$ cat src/rtl/core/tle_pkg.sv
// ----------------------------------------------------------------------------
// tle_pkg
// Shared constants for the terminal line editor: request and result codes,
// line status codes, register indexes and the special characters.
// ----------------------------------------------------------------------------
package tle_pkg;

  localparam int TLE_LINE_DEPTH = 256;

  // request types on the input channel
  localparam logic [1:0] REQ_BYTE = 2'd0;
  localparam logic [1:0] REQ_EOF  = 2'd1;
  localparam logic [1:0] REQ_READ = 2'd2;

  // result kinds
  localparam logic [1:0] RES_ECHO = 2'd0;
  localparam logic [1:0] RES_LINE = 2'd1;
  localparam logic [1:0] RES_READ = 2'd2;

  // line status on a finished line
  localparam logic [1:0] STAT_OK       = 2'd0;
  localparam logic [1:0] STAT_OVERFLOW = 2'd1;
  localparam logic [1:0] STAT_EOF      = 2'd2;

  // configuration register indexes
  localparam logic [1:0] CFG_LINE_CAPACITY = 2'd0;
  localparam logic [1:0] CFG_ECHO_ENABLE   = 2'd1;

  localparam logic [8:0] CFG_CAPACITY_RST = 9'd256;

  // characters
  localparam logic [7:0] CH_BS    = 8'h08;
  localparam logic [7:0] CH_DEL   = 8'h7F;
  localparam logic [7:0] CH_SPACE = 8'h20;
  localparam logic [7:0] CH_BELL  = 8'h07;
  localparam logic [7:0] CH_CR    = 8'h0D;
  localparam logic [7:0] CH_LF    = 8'h0A;
  localparam logic [7:0] CH_TAB   = 8'h09;

endpackage

$ cat src/rtl/core/tle_ram.sv
// ----------------------------------------------------------------------------
// tle_ram
// Generic single-write, single-read RAM with a registered read port.
// ----------------------------------------------------------------------------
module tle_ram #(
  parameter int WIDTH = 8,
  parameter int DEPTH = 256
) (
  input  logic                                 clk,
  input  logic                                 we,
  input  logic [(DEPTH > 1 ? $clog2(DEPTH) : 1)-1:0] waddr,
  input  logic [WIDTH-1:0]                     wdata,
  input  logic                                 re,
  input  logic [(DEPTH > 1 ? $clog2(DEPTH) : 1)-1:0] raddr,
  output logic [WIDTH-1:0]                     rdata
);

  logic [WIDTH-1:0] mem_r [DEPTH];
  logic [WIDTH-1:0] rdata_r;

  always_ff @(posedge clk) begin
    if (we) begin
      mem_r[waddr] <= wdata;
    end
    if (re) begin
      rdata_r <= mem_r[raddr];
    end
  end

  assign rdata = rdata_r;

endmodule

$ cat src/rtl/core/terminal_line_editor.sv
// ----------------------------------------------------------------------------
// terminal_line_editor
// Canonical-mode line editor: edits received bytes into a line store, echoes,
// reports finished lines and serves reads of the store.
// ----------------------------------------------------------------------------
// Input beats carry a request: a received byte, end of input, or a read of
// line store entry in_read_index. Each request gives zero to three result
// beats (echo bytes, a line-finished report, or read data); out_last marks
// the final result beat of a request.
// The first result passes through the decode register, loaded at the accepting
// edge, and then through the output register.
// Throughput: one request per cycle while each gives at most one result and
// out_ready is high; extra results of a request hold the input back.
// A stalled receiver holds the output and decode registers; one further
// request is absorbed, then in_ready drops. in_ready follows out_ready
// combinationally while one result is left in the decode register.
// Reset clears the count and flags, sets capacity 256 and echo on; the line
// store is not cleared. The configuration port is always ready.
// ----------------------------------------------------------------------------
module terminal_line_editor
  import tle_pkg::*;
#(
  parameter int LINE_DEPTH = TLE_LINE_DEPTH
) (
  input  logic       clk,
  input  logic       rst_n,
  // configuration
  input  logic       cfg_valid,
  output logic       cfg_ready,
  input  logic [1:0] cfg_index,
  input  logic [8:0] cfg_wdata,
  // requests
  input  logic       in_valid,
  output logic       in_ready,
  input  logic [1:0] in_req_type,
  input  logic [7:0] in_rx_byte,
  input  logic [7:0] in_read_index,
  // results
  output logic       out_valid,
  input  logic       out_ready,
  output logic [1:0] out_res_kind,
  output logic [7:0] out_byte,
  output logic [1:0] out_line_status,
  output logic [7:0] out_line_chars,
  output logic       out_last
);

  localparam int         AW      = (LINE_DEPTH > 1) ? $clog2(LINE_DEPTH) : 1;
  localparam logic [8:0] CAP_MAX = (LINE_DEPTH < 256) ? 9'(LINE_DEPTH) : 9'd256;

  // configuration and line state
  logic [8:0] line_capacity_r;
  logic       echo_enable_r;
  logic [7:0] char_count_r, char_count_nxt;
  logic       overflow_r, overflow_nxt;
  logic       swallow_lf_r, swallow_lf_nxt;

  // decoded results of the last request, slot 0 goes out next
  logic [1:0] gen_cnt_r;
  logic [1:0] gen_kind_r [3];
  logic [7:0] gen_byte_r [3];
  logic [1:0] gen_status_r;
  logic [7:0] gen_len_r;

  // output register
  logic       out_valid_r;
  logic [1:0] out_res_kind_r;
  logic [7:0] out_byte_r;
  logic [1:0] out_line_status_r;
  logic [7:0] out_line_chars_r;
  logic       out_last_r;

  // decode
  logic [1:0] seq_cnt;
  logic [1:0] seq_kind [3];
  logic [7:0] seq_byte [3];
  logic [1:0] seq_status;
  logic [1:0] finish_status;
  logic [8:0] eff_cap;
  logic       line_full;
  logic       store_ok;
  logic       ram_we, ram_re;
  logic [7:0] ram_wdata;
  logic [7:0] ram_rdata;

  logic       in_fire;
  logic       gen_move;

  // read index modulo the store depth
  logic [AW-1:0] idx_mod [256];

  for (genvar g = 0; g < 256; g++) begin : g_mod
    assign idx_mod[g] = AW'(g % LINE_DEPTH);
  end

  assign cfg_ready = 1'b1;
  assign gen_move  = (gen_cnt_r != 2'd0) && (!out_valid_r || out_ready);
  assign in_ready  = (gen_cnt_r == 2'd0) || ((gen_cnt_r == 2'd1) && gen_move);
  assign in_fire   = in_valid && in_ready;

  always_comb begin
    eff_cap = line_capacity_r;
    if (eff_cap == 9'd0) begin
      eff_cap = 9'd1;
    end
    if (eff_cap > CAP_MAX) begin
      eff_cap = CAP_MAX;
    end
  end

  assign line_full     = ({1'b0, char_count_r} + 9'd1) >= eff_cap;
  assign store_ok      = 32'(char_count_r) < LINE_DEPTH;
  assign finish_status = overflow_r ? STAT_OVERFLOW : STAT_OK;

  always_comb begin
    seq_cnt        = 2'd0;
    for (int i = 0; i < 3; i++) begin
      seq_kind[i] = RES_ECHO;
      seq_byte[i] = 8'h00;
    end
    seq_status     = STAT_OK;
    char_count_nxt = char_count_r;
    overflow_nxt   = overflow_r;
    swallow_lf_nxt = swallow_lf_r;
    ram_we         = 1'b0;
    ram_re         = 1'b0;
    ram_wdata      = 8'h00;
    case (in_req_type)
      REQ_BYTE: begin
        swallow_lf_nxt = (in_rx_byte == CH_CR);
        if (swallow_lf_r && (in_rx_byte == CH_LF)) begin
          swallow_lf_nxt = 1'b0;
        end else if (in_rx_byte inside {CH_CR, CH_LF}) begin
          // line end: zero terminator into the store, count and flag cleared
          seq_status     = finish_status;
          char_count_nxt = 8'd0;
          overflow_nxt   = 1'b0;
          ram_we         = store_ok;
          if (echo_enable_r) begin
            seq_cnt     = 2'd3;
            seq_byte[0] = CH_CR;
            seq_byte[1] = CH_LF;
            seq_kind[2] = RES_LINE;
          end else begin
            seq_cnt     = 2'd1;
            seq_kind[0] = RES_LINE;
          end
        end else if (in_rx_byte inside {CH_BS, CH_DEL}) begin
          if (!overflow_r && (char_count_r != 8'd0)) begin
            char_count_nxt = char_count_r - 8'd1;
            if (echo_enable_r) begin
              seq_cnt     = 2'd3;
              seq_byte[0] = CH_BS;
              seq_byte[1] = CH_SPACE;
              seq_byte[2] = CH_BS;
            end
          end
        end else if (!((in_rx_byte < CH_SPACE) && (in_rx_byte != CH_TAB)) && !overflow_r) begin
          if (line_full) begin
            overflow_nxt = 1'b1;
            if (echo_enable_r) begin
              seq_cnt     = 2'd1;
              seq_byte[0] = CH_BELL;
            end
          end else begin
            ram_we         = store_ok;
            ram_wdata      = in_rx_byte;
            char_count_nxt = char_count_r + 8'd1;
            if (echo_enable_r) begin
              seq_cnt     = 2'd1;
              seq_byte[0] = in_rx_byte;
            end
          end
        end
      end
      REQ_EOF: begin
        seq_status     = (char_count_r == 8'd0) ? STAT_EOF : finish_status;
        seq_cnt        = 2'd1;
        seq_kind[0]    = RES_LINE;
        char_count_nxt = 8'd0;
        overflow_nxt   = 1'b0;
        ram_we         = store_ok;
      end
      REQ_READ: begin
        seq_cnt     = 2'd1;
        seq_kind[0] = RES_READ;
        ram_re      = 1'b1;
      end
      default: begin
        seq_cnt = 2'd0;
      end
    endcase
  end

  tle_ram #(
    .WIDTH (8),
    .DEPTH (LINE_DEPTH)
  ) u_line_store (
    .clk   (clk),
    .we    (in_fire && ram_we),
    .waddr (AW'(char_count_r)),
    .wdata (ram_wdata),
    .re    (in_fire && ram_re),
    .raddr (idx_mod[in_read_index]),
    .rdata (ram_rdata)
  );

  // control state
  always_ff @(posedge clk) begin
    if (!rst_n) begin
      line_capacity_r <= CFG_CAPACITY_RST;
      echo_enable_r   <= 1'b1;
      char_count_r    <= 8'd0;
      overflow_r      <= 1'b0;
      swallow_lf_r    <= 1'b0;
      gen_cnt_r       <= 2'd0;
      out_valid_r     <= 1'b0;
    end else begin
      if (cfg_valid && cfg_ready) begin
        case (cfg_index)
          CFG_LINE_CAPACITY: line_capacity_r <= cfg_wdata;
          CFG_ECHO_ENABLE:   echo_enable_r   <= cfg_wdata[0];
          default:           ;
        endcase
      end
      if (in_fire) begin
        char_count_r <= char_count_nxt;
        overflow_r   <= overflow_nxt;
        swallow_lf_r <= swallow_lf_nxt;
        gen_cnt_r    <= seq_cnt;
      end else if (gen_move) begin
        gen_cnt_r <= gen_cnt_r - 2'd1;
      end
      if (gen_move) begin
        out_valid_r <= 1'b1;
      end else if (out_ready) begin
        out_valid_r <= 1'b0;
      end
    end
  end

  // payload
  always_ff @(posedge clk) begin
    if (in_fire) begin
      gen_kind_r   <= seq_kind;
      gen_byte_r   <= seq_byte;
      gen_status_r <= seq_status;
      gen_len_r    <= char_count_r;
    end else if (gen_move) begin
      gen_kind_r[0] <= gen_kind_r[1];
      gen_kind_r[1] <= gen_kind_r[2];
      gen_byte_r[0] <= gen_byte_r[1];
      gen_byte_r[1] <= gen_byte_r[2];
    end
    if (gen_move) begin
      out_res_kind_r    <= gen_kind_r[0];
      out_byte_r        <= (gen_kind_r[0] == RES_READ) ? ram_rdata : gen_byte_r[0];
      out_line_status_r <= (gen_kind_r[0] == RES_LINE) ? gen_status_r : STAT_OK;
      out_line_chars_r  <= (gen_kind_r[0] == RES_LINE) ? gen_len_r : 8'd0;
      out_last_r        <= (gen_cnt_r == 2'd1);
    end
  end

  assign out_valid       = out_valid_r;
  assign out_res_kind    = out_res_kind_r;
  assign out_byte        = out_byte_r;
  assign out_line_status = out_line_status_r;
  assign out_line_chars  = out_line_chars_r;
  assign out_last        = out_last_r;

  // a beat that is not the last of its request must have the rest queued
  a_last_pending: assert property (@(posedge clk) disable iff (!rst_n)
    out_valid_r && !out_last_r |-> gen_cnt_r != 2'd0)
    else $error("non-last result beat with nothing queued");

  a_read_queued: assert property (@(posedge clk) disable iff (!rst_n)
    in_fire && (in_req_type == REQ_READ) |=>
      (gen_cnt_r == 2'd1) && (gen_kind_r[0] == RES_READ))
    else $error("read request not queued as a single read result");

  a_count_bound: assert property (@(posedge clk) disable iff (!rst_n)
    {1'b0, char_count_r} < CAP_MAX)
    else $error("character count beyond store capacity");

  a_eof_clears: assert property (@(posedge clk) disable iff (!rst_n)
    in_fire && (in_req_type == REQ_EOF) |=> (char_count_r == 8'd0) && !overflow_r)
    else $error("end of input did not clear the line state");

endmodule
$ cat config.mk
export PLATFORM = sky130hd
export DESIGN_NAME = terminal_line_editor
export DESIGN_NICKNAME = d
export VERILOG_FILES = /design/src/rtl/core/tle_pkg.sv /design/src/rtl/core/tle_ram.sv /design/src/rtl/core/terminal_line_editor.sv
export SDC_FILE = /design/constraint.sdc
export NUM_CORES = 2
export LEC_CHECK = 0
export BUFFER_PORTS_ARGS = -buffer_cell sky130_fd_sc_hd__buf_2
export CAP_MARGIN = 0
export CORE_ASPECT_RATIO = 0.6
export CORE_MARGIN = 3
export CORE_UTILIZATION = 56
export DETAILED_ROUTE_END_ITERATION = 6
export PLACE_DENSITY_LB_ADDON = 0.3
export SLEW_MARGIN = 10
export SYNTH_ARGS = -nofsm -noshare
export SYNTH_HDL_FRONTEND = slang
export SYNTH_HIERARCHICAL = 1
export SYNTH_SLANG_ARGS = --single-unit
$ cat constraint.sdc
create_clock -name clk -period 39.9 [get_ports clk]
set_input_delay 1.995 -clock clk [delete_from_list [all_inputs] [get_ports clk]]
set_output_delay 1.995 -clock clk [all_outputs]
set_load 0.005 [all_outputs]
[Word level (Yosys, flattened, before mapping)]
Memories as Yosys holds them, arrays and structs flattened. A register that Yosys moved wholly into a read port is not among the register bits.
Cells that the tools add are included.
Word-level totals
  output and inout bits: 24
  bits in registers: 84
  input bits: 34
  memories kept: 2
  RAM bits: 2048
  word-level logic and storage cells: 160
  bits in read-only memories: 2048
Operators by class
  bitwise logic cells: 5
  add/sub/neg operators: 4
  equality and inequality tests: 18
  reduce and logical (&&, ||, !) cells: 34
  multiplexer cells: 73
  $lt $le $gt $ge: 4
Memory list
  (name not given): depth 256, bits a word 8, rd ports 1, clocked after Yosys merged registers in 0, write ports 0, RTL line terminal_line_editor.sv:204  | .raddr (idx_mod[in_read_index]),
  u_line_store.mem_r: depth 256, bits a word 8, rd ports 1, clocked after Yosys merged registers in 1, write ports 1, RTL line tle_ram.sv:18  | logic [WIDTH-1:0] mem_r [DEPTH];
Operators with widths (number)
  two-way mux 8 bit: 20
  two-way mux 16 bit: 4
  two-way mux 24 bit: 2
  two-way mux 20 bit: 2
  == test 8 x 4 -> 1 bit (second input constant): 3
  two-way mux 1 bit: 24
  two-way mux 2 bit: 9
  two-way mux 9 bit: 2
  case mux 8 bit (2 select lines): 1
  two-way mux 12 bit: 1
  != test 4 bit (second input constant): 3
  AND reduction 6 bit: 2
  nonzero test 2 bit: 6
  adder 8 x 1 -> 9 bit (second input constant): 1
  >= comparator 9 bit: 1
  >= comparator 9 bit (second input constant): 1
  greater-than comparator 9 bit (second input constant): 1
  logical AND 1 bit: 9
  logical NOT 9 bit: 1
  != test 3 bit (second input constant): 3
  NOT 8 -> 9 bit: 1
  adder 8 x 1 -> 8 bit (second input constant): 1
  == test 2 x 1 -> 1 bit (second input constant): 4
  == test 8 x 7 -> 1 bit (second input constant): 1
  21 further kinds: 35

[Longest topological paths before layout]
  depth after elaboration: 14
  depth in mapped cells: 16
  depth with buffers taken out: 13

[Cells and area by module]
The synthesis kept the hierarchy.
By module, submodules not included
  tle_ram: instances 1, area each 79636.4 µm², sequential area each 61739.2 µm², cells an instance 3733
  terminal_line_editor: instances 1, area each 3784.9 µm², sequential area each 1861.8 µm², cells an instance 355

[Least setup slack after synthesis]
No wires, ideal clock.
  path type: input-to-reg
  from: input in_rx_byte[0]
  to: memory u_line_store.mem_r[0][2], data pin
  stages on the path: 6
  setup time: 2.096 ns
  data arrival time: 12.595 ns
  path slack: 25.209 ns
  path buffers: 1
  data required time: 37.804 ns
  cell sequence: buf_2 > nand4_1 > nor4_1 > nor3_1 > nand3_1 > nor3_1
Between the ends
  cells in the longest elaborated chain, start to end: 9
  elaborated cells between the ends (all ways): 17
  classes of those cells: order compare: 1; eq/ne: 5; mux: 5; reduce/logical: 6
RTL lines
  start, declared: RTL line terminal_line_editor.sv:36  | input logic [7:0] in_rx_byte,
  less-than comparator 8 x 6 -> 1 bit or != test 8 x 4 -> 1 bit (tied branches): RTL line terminal_line_editor.sv:158  | end else if (!((in_rx_byte < CH_SPACE) && (in_rx_byte != CH_TAB)) && !overflow_r) begin
  logical AND 1 bit: RTL line terminal_line_editor.sv:158
  logical NOT 1 bit: RTL line terminal_line_editor.sv:158
  logical AND 1 bit: RTL line terminal_line_editor.sv:158
  two-way mux 8 bit: RTL line terminal_line_editor.sv:158
  two-way mux 8 bit: RTL line terminal_line_editor.sv:148  | end else if (in_rx_byte inside {CH_BS, CH_DEL}) begin
  two-way mux 8 bit: RTL line terminal_line_editor.sv:133  | end else if (in_rx_byte inside {CH_CR, CH_LF}) begin
  two-way mux 8 bit (*): RTL line terminal_line_editor.sv:131  | if (swallow_lf_r && (in_rx_byte == CH_LF)) begin
  two-way mux 8 bit (*): RTL line terminal_line_editor.sv:128  | case (in_req_type)
  net ram_wdata[2]: RTL line terminal_line_editor.sv:83  | logic [7:0] ram_wdata;
  end, declared: RTL line tle_ram.sv:18
The timed path passes the listed nets; every way through them passes the cells marked *.

[Worst setup path after layout]
  from: input in_read_index[0]
  to: register u_line_store.rdata_r[5] (netlist: u_line_store/rdata[5]) (read register of u_line_store.mem_r), data pin
Between the ends
  cells in the longest elaborated chain, start to end: 4
RTL lines
  start, declared: RTL line terminal_line_editor.sv:37  | input logic [7:0] in_read_index,
  NOT 8 -> 9 bit (not written as such): RTL line terminal_line_editor.sv:204
  memory read (256 x 8 bit)
  two-way mux 8 bit (not written as such) (2 in series): RTL line terminal_line_editor.sv:204
  end, declared: RTL line tle_ram.sv:19  | logic [WIDTH-1:0] rdata_r;
Every way passes these cells. The select of a mux whose other input is x is not followed.
A chain may end at the register's enable or synchronous reset.

==> impl_metrics.toml <==
[critical_path]
r2r_end = "u_line_store/mem_r[142][1]$_DFFE_PP_"
arrival_ns = 8.20
critPathKind = "input port to register"
endpoint = "u_line_store/rdata[5]$_DFFE_PP_"
startpoint_type = "input port"
rr_worst_depth = 13
r2r_start = "char_count_r[2]$_SDFFE_PN0P_"
required_ns = 40.37
crit_path_start = "in_read_index[0]"
rrSetupSlack_ns = 32.93
end_kind = "register"
crit_path_max_fanout = 105

[finish]
stdcell_count = 6316
nNetsFinal = 4224
design_area_mm2 = 0.0911
layout-drive-gt1-share_pct = 20.7
area_growth_pct = 9.16

[clock_tree]
cts_tree = "yes"
cts_buffers = 174
clkLatencyLatePin_ns = 0.79
clk_transition_reported_paths_ns = 0.07
htreeDepth = 4
ctsHoldBuffers = 0
clock-root-buffer = "clkbuf_16"
postCtsResizedCells = 0
clock_path_buffers = 3
clock-sinks = 2126
cts_setup_buffers = 0

[yosys]
synth_top_area_share_pct = 75.7
syn_nets = 4146
yosysUniqueCellTypes = 79
ys.flop_type = "edfxtp_1"
syn_inst = 4088
synthMostInstantiatedCell = "edfxtp_1"
yosys-top-cells-count = "edfxtp_1 (2,102), mux4_2 (454), nor2_1 (308)"
synth_area_leader_cell = "edfxtp_1"
seq_area_frac_synth_pct = 76.2
syn_area_mm2 = 0.0834
synth_edf_count = 2102
ys_seq_elements = 2126
ys_warn_count = 6
synth_async_sr_flop_share_pct = 0
syn_avg_cell_area_um2 = 20.4
yosys-top-cells-area = "edfxtp_1 (76%), mux4_2 (12%), mux2i_1 (1.7%), nor2_1 (1.4%), a22oi_1 (1.2%)"

[sta]
finClkSkew_ns = 0.0272
finalHoldWorstSlack_ns = 0.471
fmax_mhz = 129
grt_setup_unrepaired = "no"
timing.final.crit_share_pct = 19.4
period_minus_slack_ns = 7.73
finalSetupTns_ns = 0
drv_slew = 0
max_slew.worst_pin.slew_ns = 1.39
setup_viol = 0
max-slew-margin-rel_pct = 6.82
finalHoldViolCount = 0

[die]
dieArea_mm2 = 0.154
ios = 58
start_util_pct = 56.5
die_x_um = 504
die_y_um = 305
rows = 109
design.core.area_mm2 = 0.148

[job]
max-cap-violations = 0

[global_route]
antenna_found_initial = 14
grt_usage_pct = 27.8
overflow = 0
grt_first_pass_wirelength_mm = 305
grt_pass1_vias = 41132
grt_max_degree = 163

[route]
wl_per_cell_um = 33.7
wirelength_mm = 213
drtPass1Iterations = 5
vias = 42914
via_per_inst = 6.79
ant_nets = 0
drtIter0Drc = 6798
drc = 0

[pwr]
pwr_density_cell_mw_per_mm2 = 49.3
switching_share_pct = 22.0
power_frac_comb_pct = 6.6
p_switching_mw = 0.987
p_int_mw = 3.51
pwr-share-clk_pct = 37.6
leakage_nw = 28.5
seq_power_share_pct = 55.8
power_mw = 4.49
irDropWorstVdd_mv = 0.0378

[place]
placed_cell_area_mm2 = 0.0855
dp_hpwl_mm = 132
numPortBuffers = 56
dp.cells = 5988
gp_congestion = 0.892

[worst_hold_path]
hold_path_class = "register to register"

[outcome]
status = "finished clean"
power groups by stage:
stage / Combinational (mW) / Sequential, mW / Clock, mW
after global routing: 0.314 / 2.51 / 1.80
after CTS: 0.293 / 2.51 / 1.71
after floorplan: 0.178 / 2.56 / 0
after global placement: 0.286 / 2.55 / 0
after detailed placement: 0.292 / 2.56 / 0
final: 0.298 / 2.51 / 1.69
how the worst min path moves through the flow:
stage | startpoint | end | slack (ns) | cells past startpoint
finish | gen_kind_r[4]$_DFFE_PP_ | out_res_kind[0]$_DFFE_PP_ | 0.47 | 0
global route | gen_kind_r[4]$_DFFE_PP_ | out_res_kind[0]$_DFFE_PP_ | 0.49 | 0
CTS | gen_kind_r[4]$_DFFE_PP_ | out_res_kind[0]$_DFFE_PP_ | 0.47 | 0
detailed placement | gen_kind_r[4]$_DFFE_PP_ | out_res_kind[0]$_DFFE_PP_ | 0.45 | 0
global placement | swallow_lf_r$_SDFFE_PN0P_ | swallow_lf_r$_SDFFE_PN0P_ | 0.45 | 2
floorplan | swallow_lf_r$_SDFFE_PN0P_ | swallow_lf_r$_SDFFE_PN0P_ | 0.43 | 2
flip-flops by register name, indices dropped and copies added (netlist names):
name / flops
out_res_kind: 2
out_byte: 8
echo_enable_r: 1
gen_len_r: 8
gen_status_r: 2
line_capacity_r: 9
out_line_chars: 8
gen_cnt_r: 2
u_line_store/mem_r: 2048
out_line_status: 2
swallow_lf_r: 1
out_last: 1
char_count_r: 8
out_valid: 1
u_line_store/rdata: 8
gen_byte_r: 12
gen_kind_r: 4
overflow_r: 1
cells by family (layout without fill, tap and decap cells):
logic type | after synthesis | after routing | synth area share (%)
muxes | 610 | 610 | 14.2
and+or+nand+nor | 603 | 603 | 3.39
buffers and inverters | 261 | 481 | 1.89
other | 1 | 11 | 0.00450
adders and majority gates | 24 | 24 | 0.369
DFF | 2126 | 2126 | 76.2
xor gates and xnor gates | 12 | 12 | 0.126
AOI/OAI and AO/OA | 451 | 451 | 3.79
metrics by stage:
step	setup slack [ns]	util [%]
after floorplan	25.21	-
after global placement	31.08	57.9
after detailed placement	31.11	58.0
after CTS	31.93	61.7
after global routing	31.45	61.7
final	32.17	61.7
critical path, stage by stage:
cell and delay (ns):
buf_8 0.49, buf_12 0.58, buf_4 0.76, buf_4 0.76, buf_4 0.75, buf_4 0.83
mux4_2 0.60, a22o_1 0.28, a221oi_1 0.23, o221ai_1 0.19, a211oi_1 0.32, buf_4 0.17
nor4_1 0.05
cell type report:
type	count	area, um^2
multi-input cells	1701	18400
clock inverters	93	772
well taps	1998	2500
flip-flops and latches	2126	63600
inverters	17	63.8
diodes	10	25.0
fillers	10026	56500
clock buffers	225	4740
repair buffers	146	1010
placed cells by master, fill, tap and decap left out, types with 10 or more instances in the layout:
cell type  instances
edfxtp_1        2102
mux4_2           454
nor2_1           305
clkbuf_16        183
mux2i_1          145
a22oi_1          133
a21oi_1          119
buf_4             88
nand2_1           60
buf_2             53
nand3_1           50
o221ai_1          46
clkinv_1          42
clkbuf_1          42
nor2b_1           34
clkinv_2          29
o22ai_1           28
nor3_1            26
dfxtp_1           24
and2_1            23
nor4_1            23
ha_1              23
o21ai_0           22
a211oi_1          16
inv_1             14
a221oi_1          14
nand4_1           13
o211ai_1          13
nand2b_1          12
bufinv_16         12
diode_2           10
per-layer routing:
layer	part of all wire, %	track usage [%]	vias up
met2	41	35.2	3078
met3	17	13.1	273
met4	1.9	6.44	4
met1	40	43.4	22431
met5	0.013	0	-
li1	-	-	17128
Note: power is estimated with default switching activity, not from simulation.
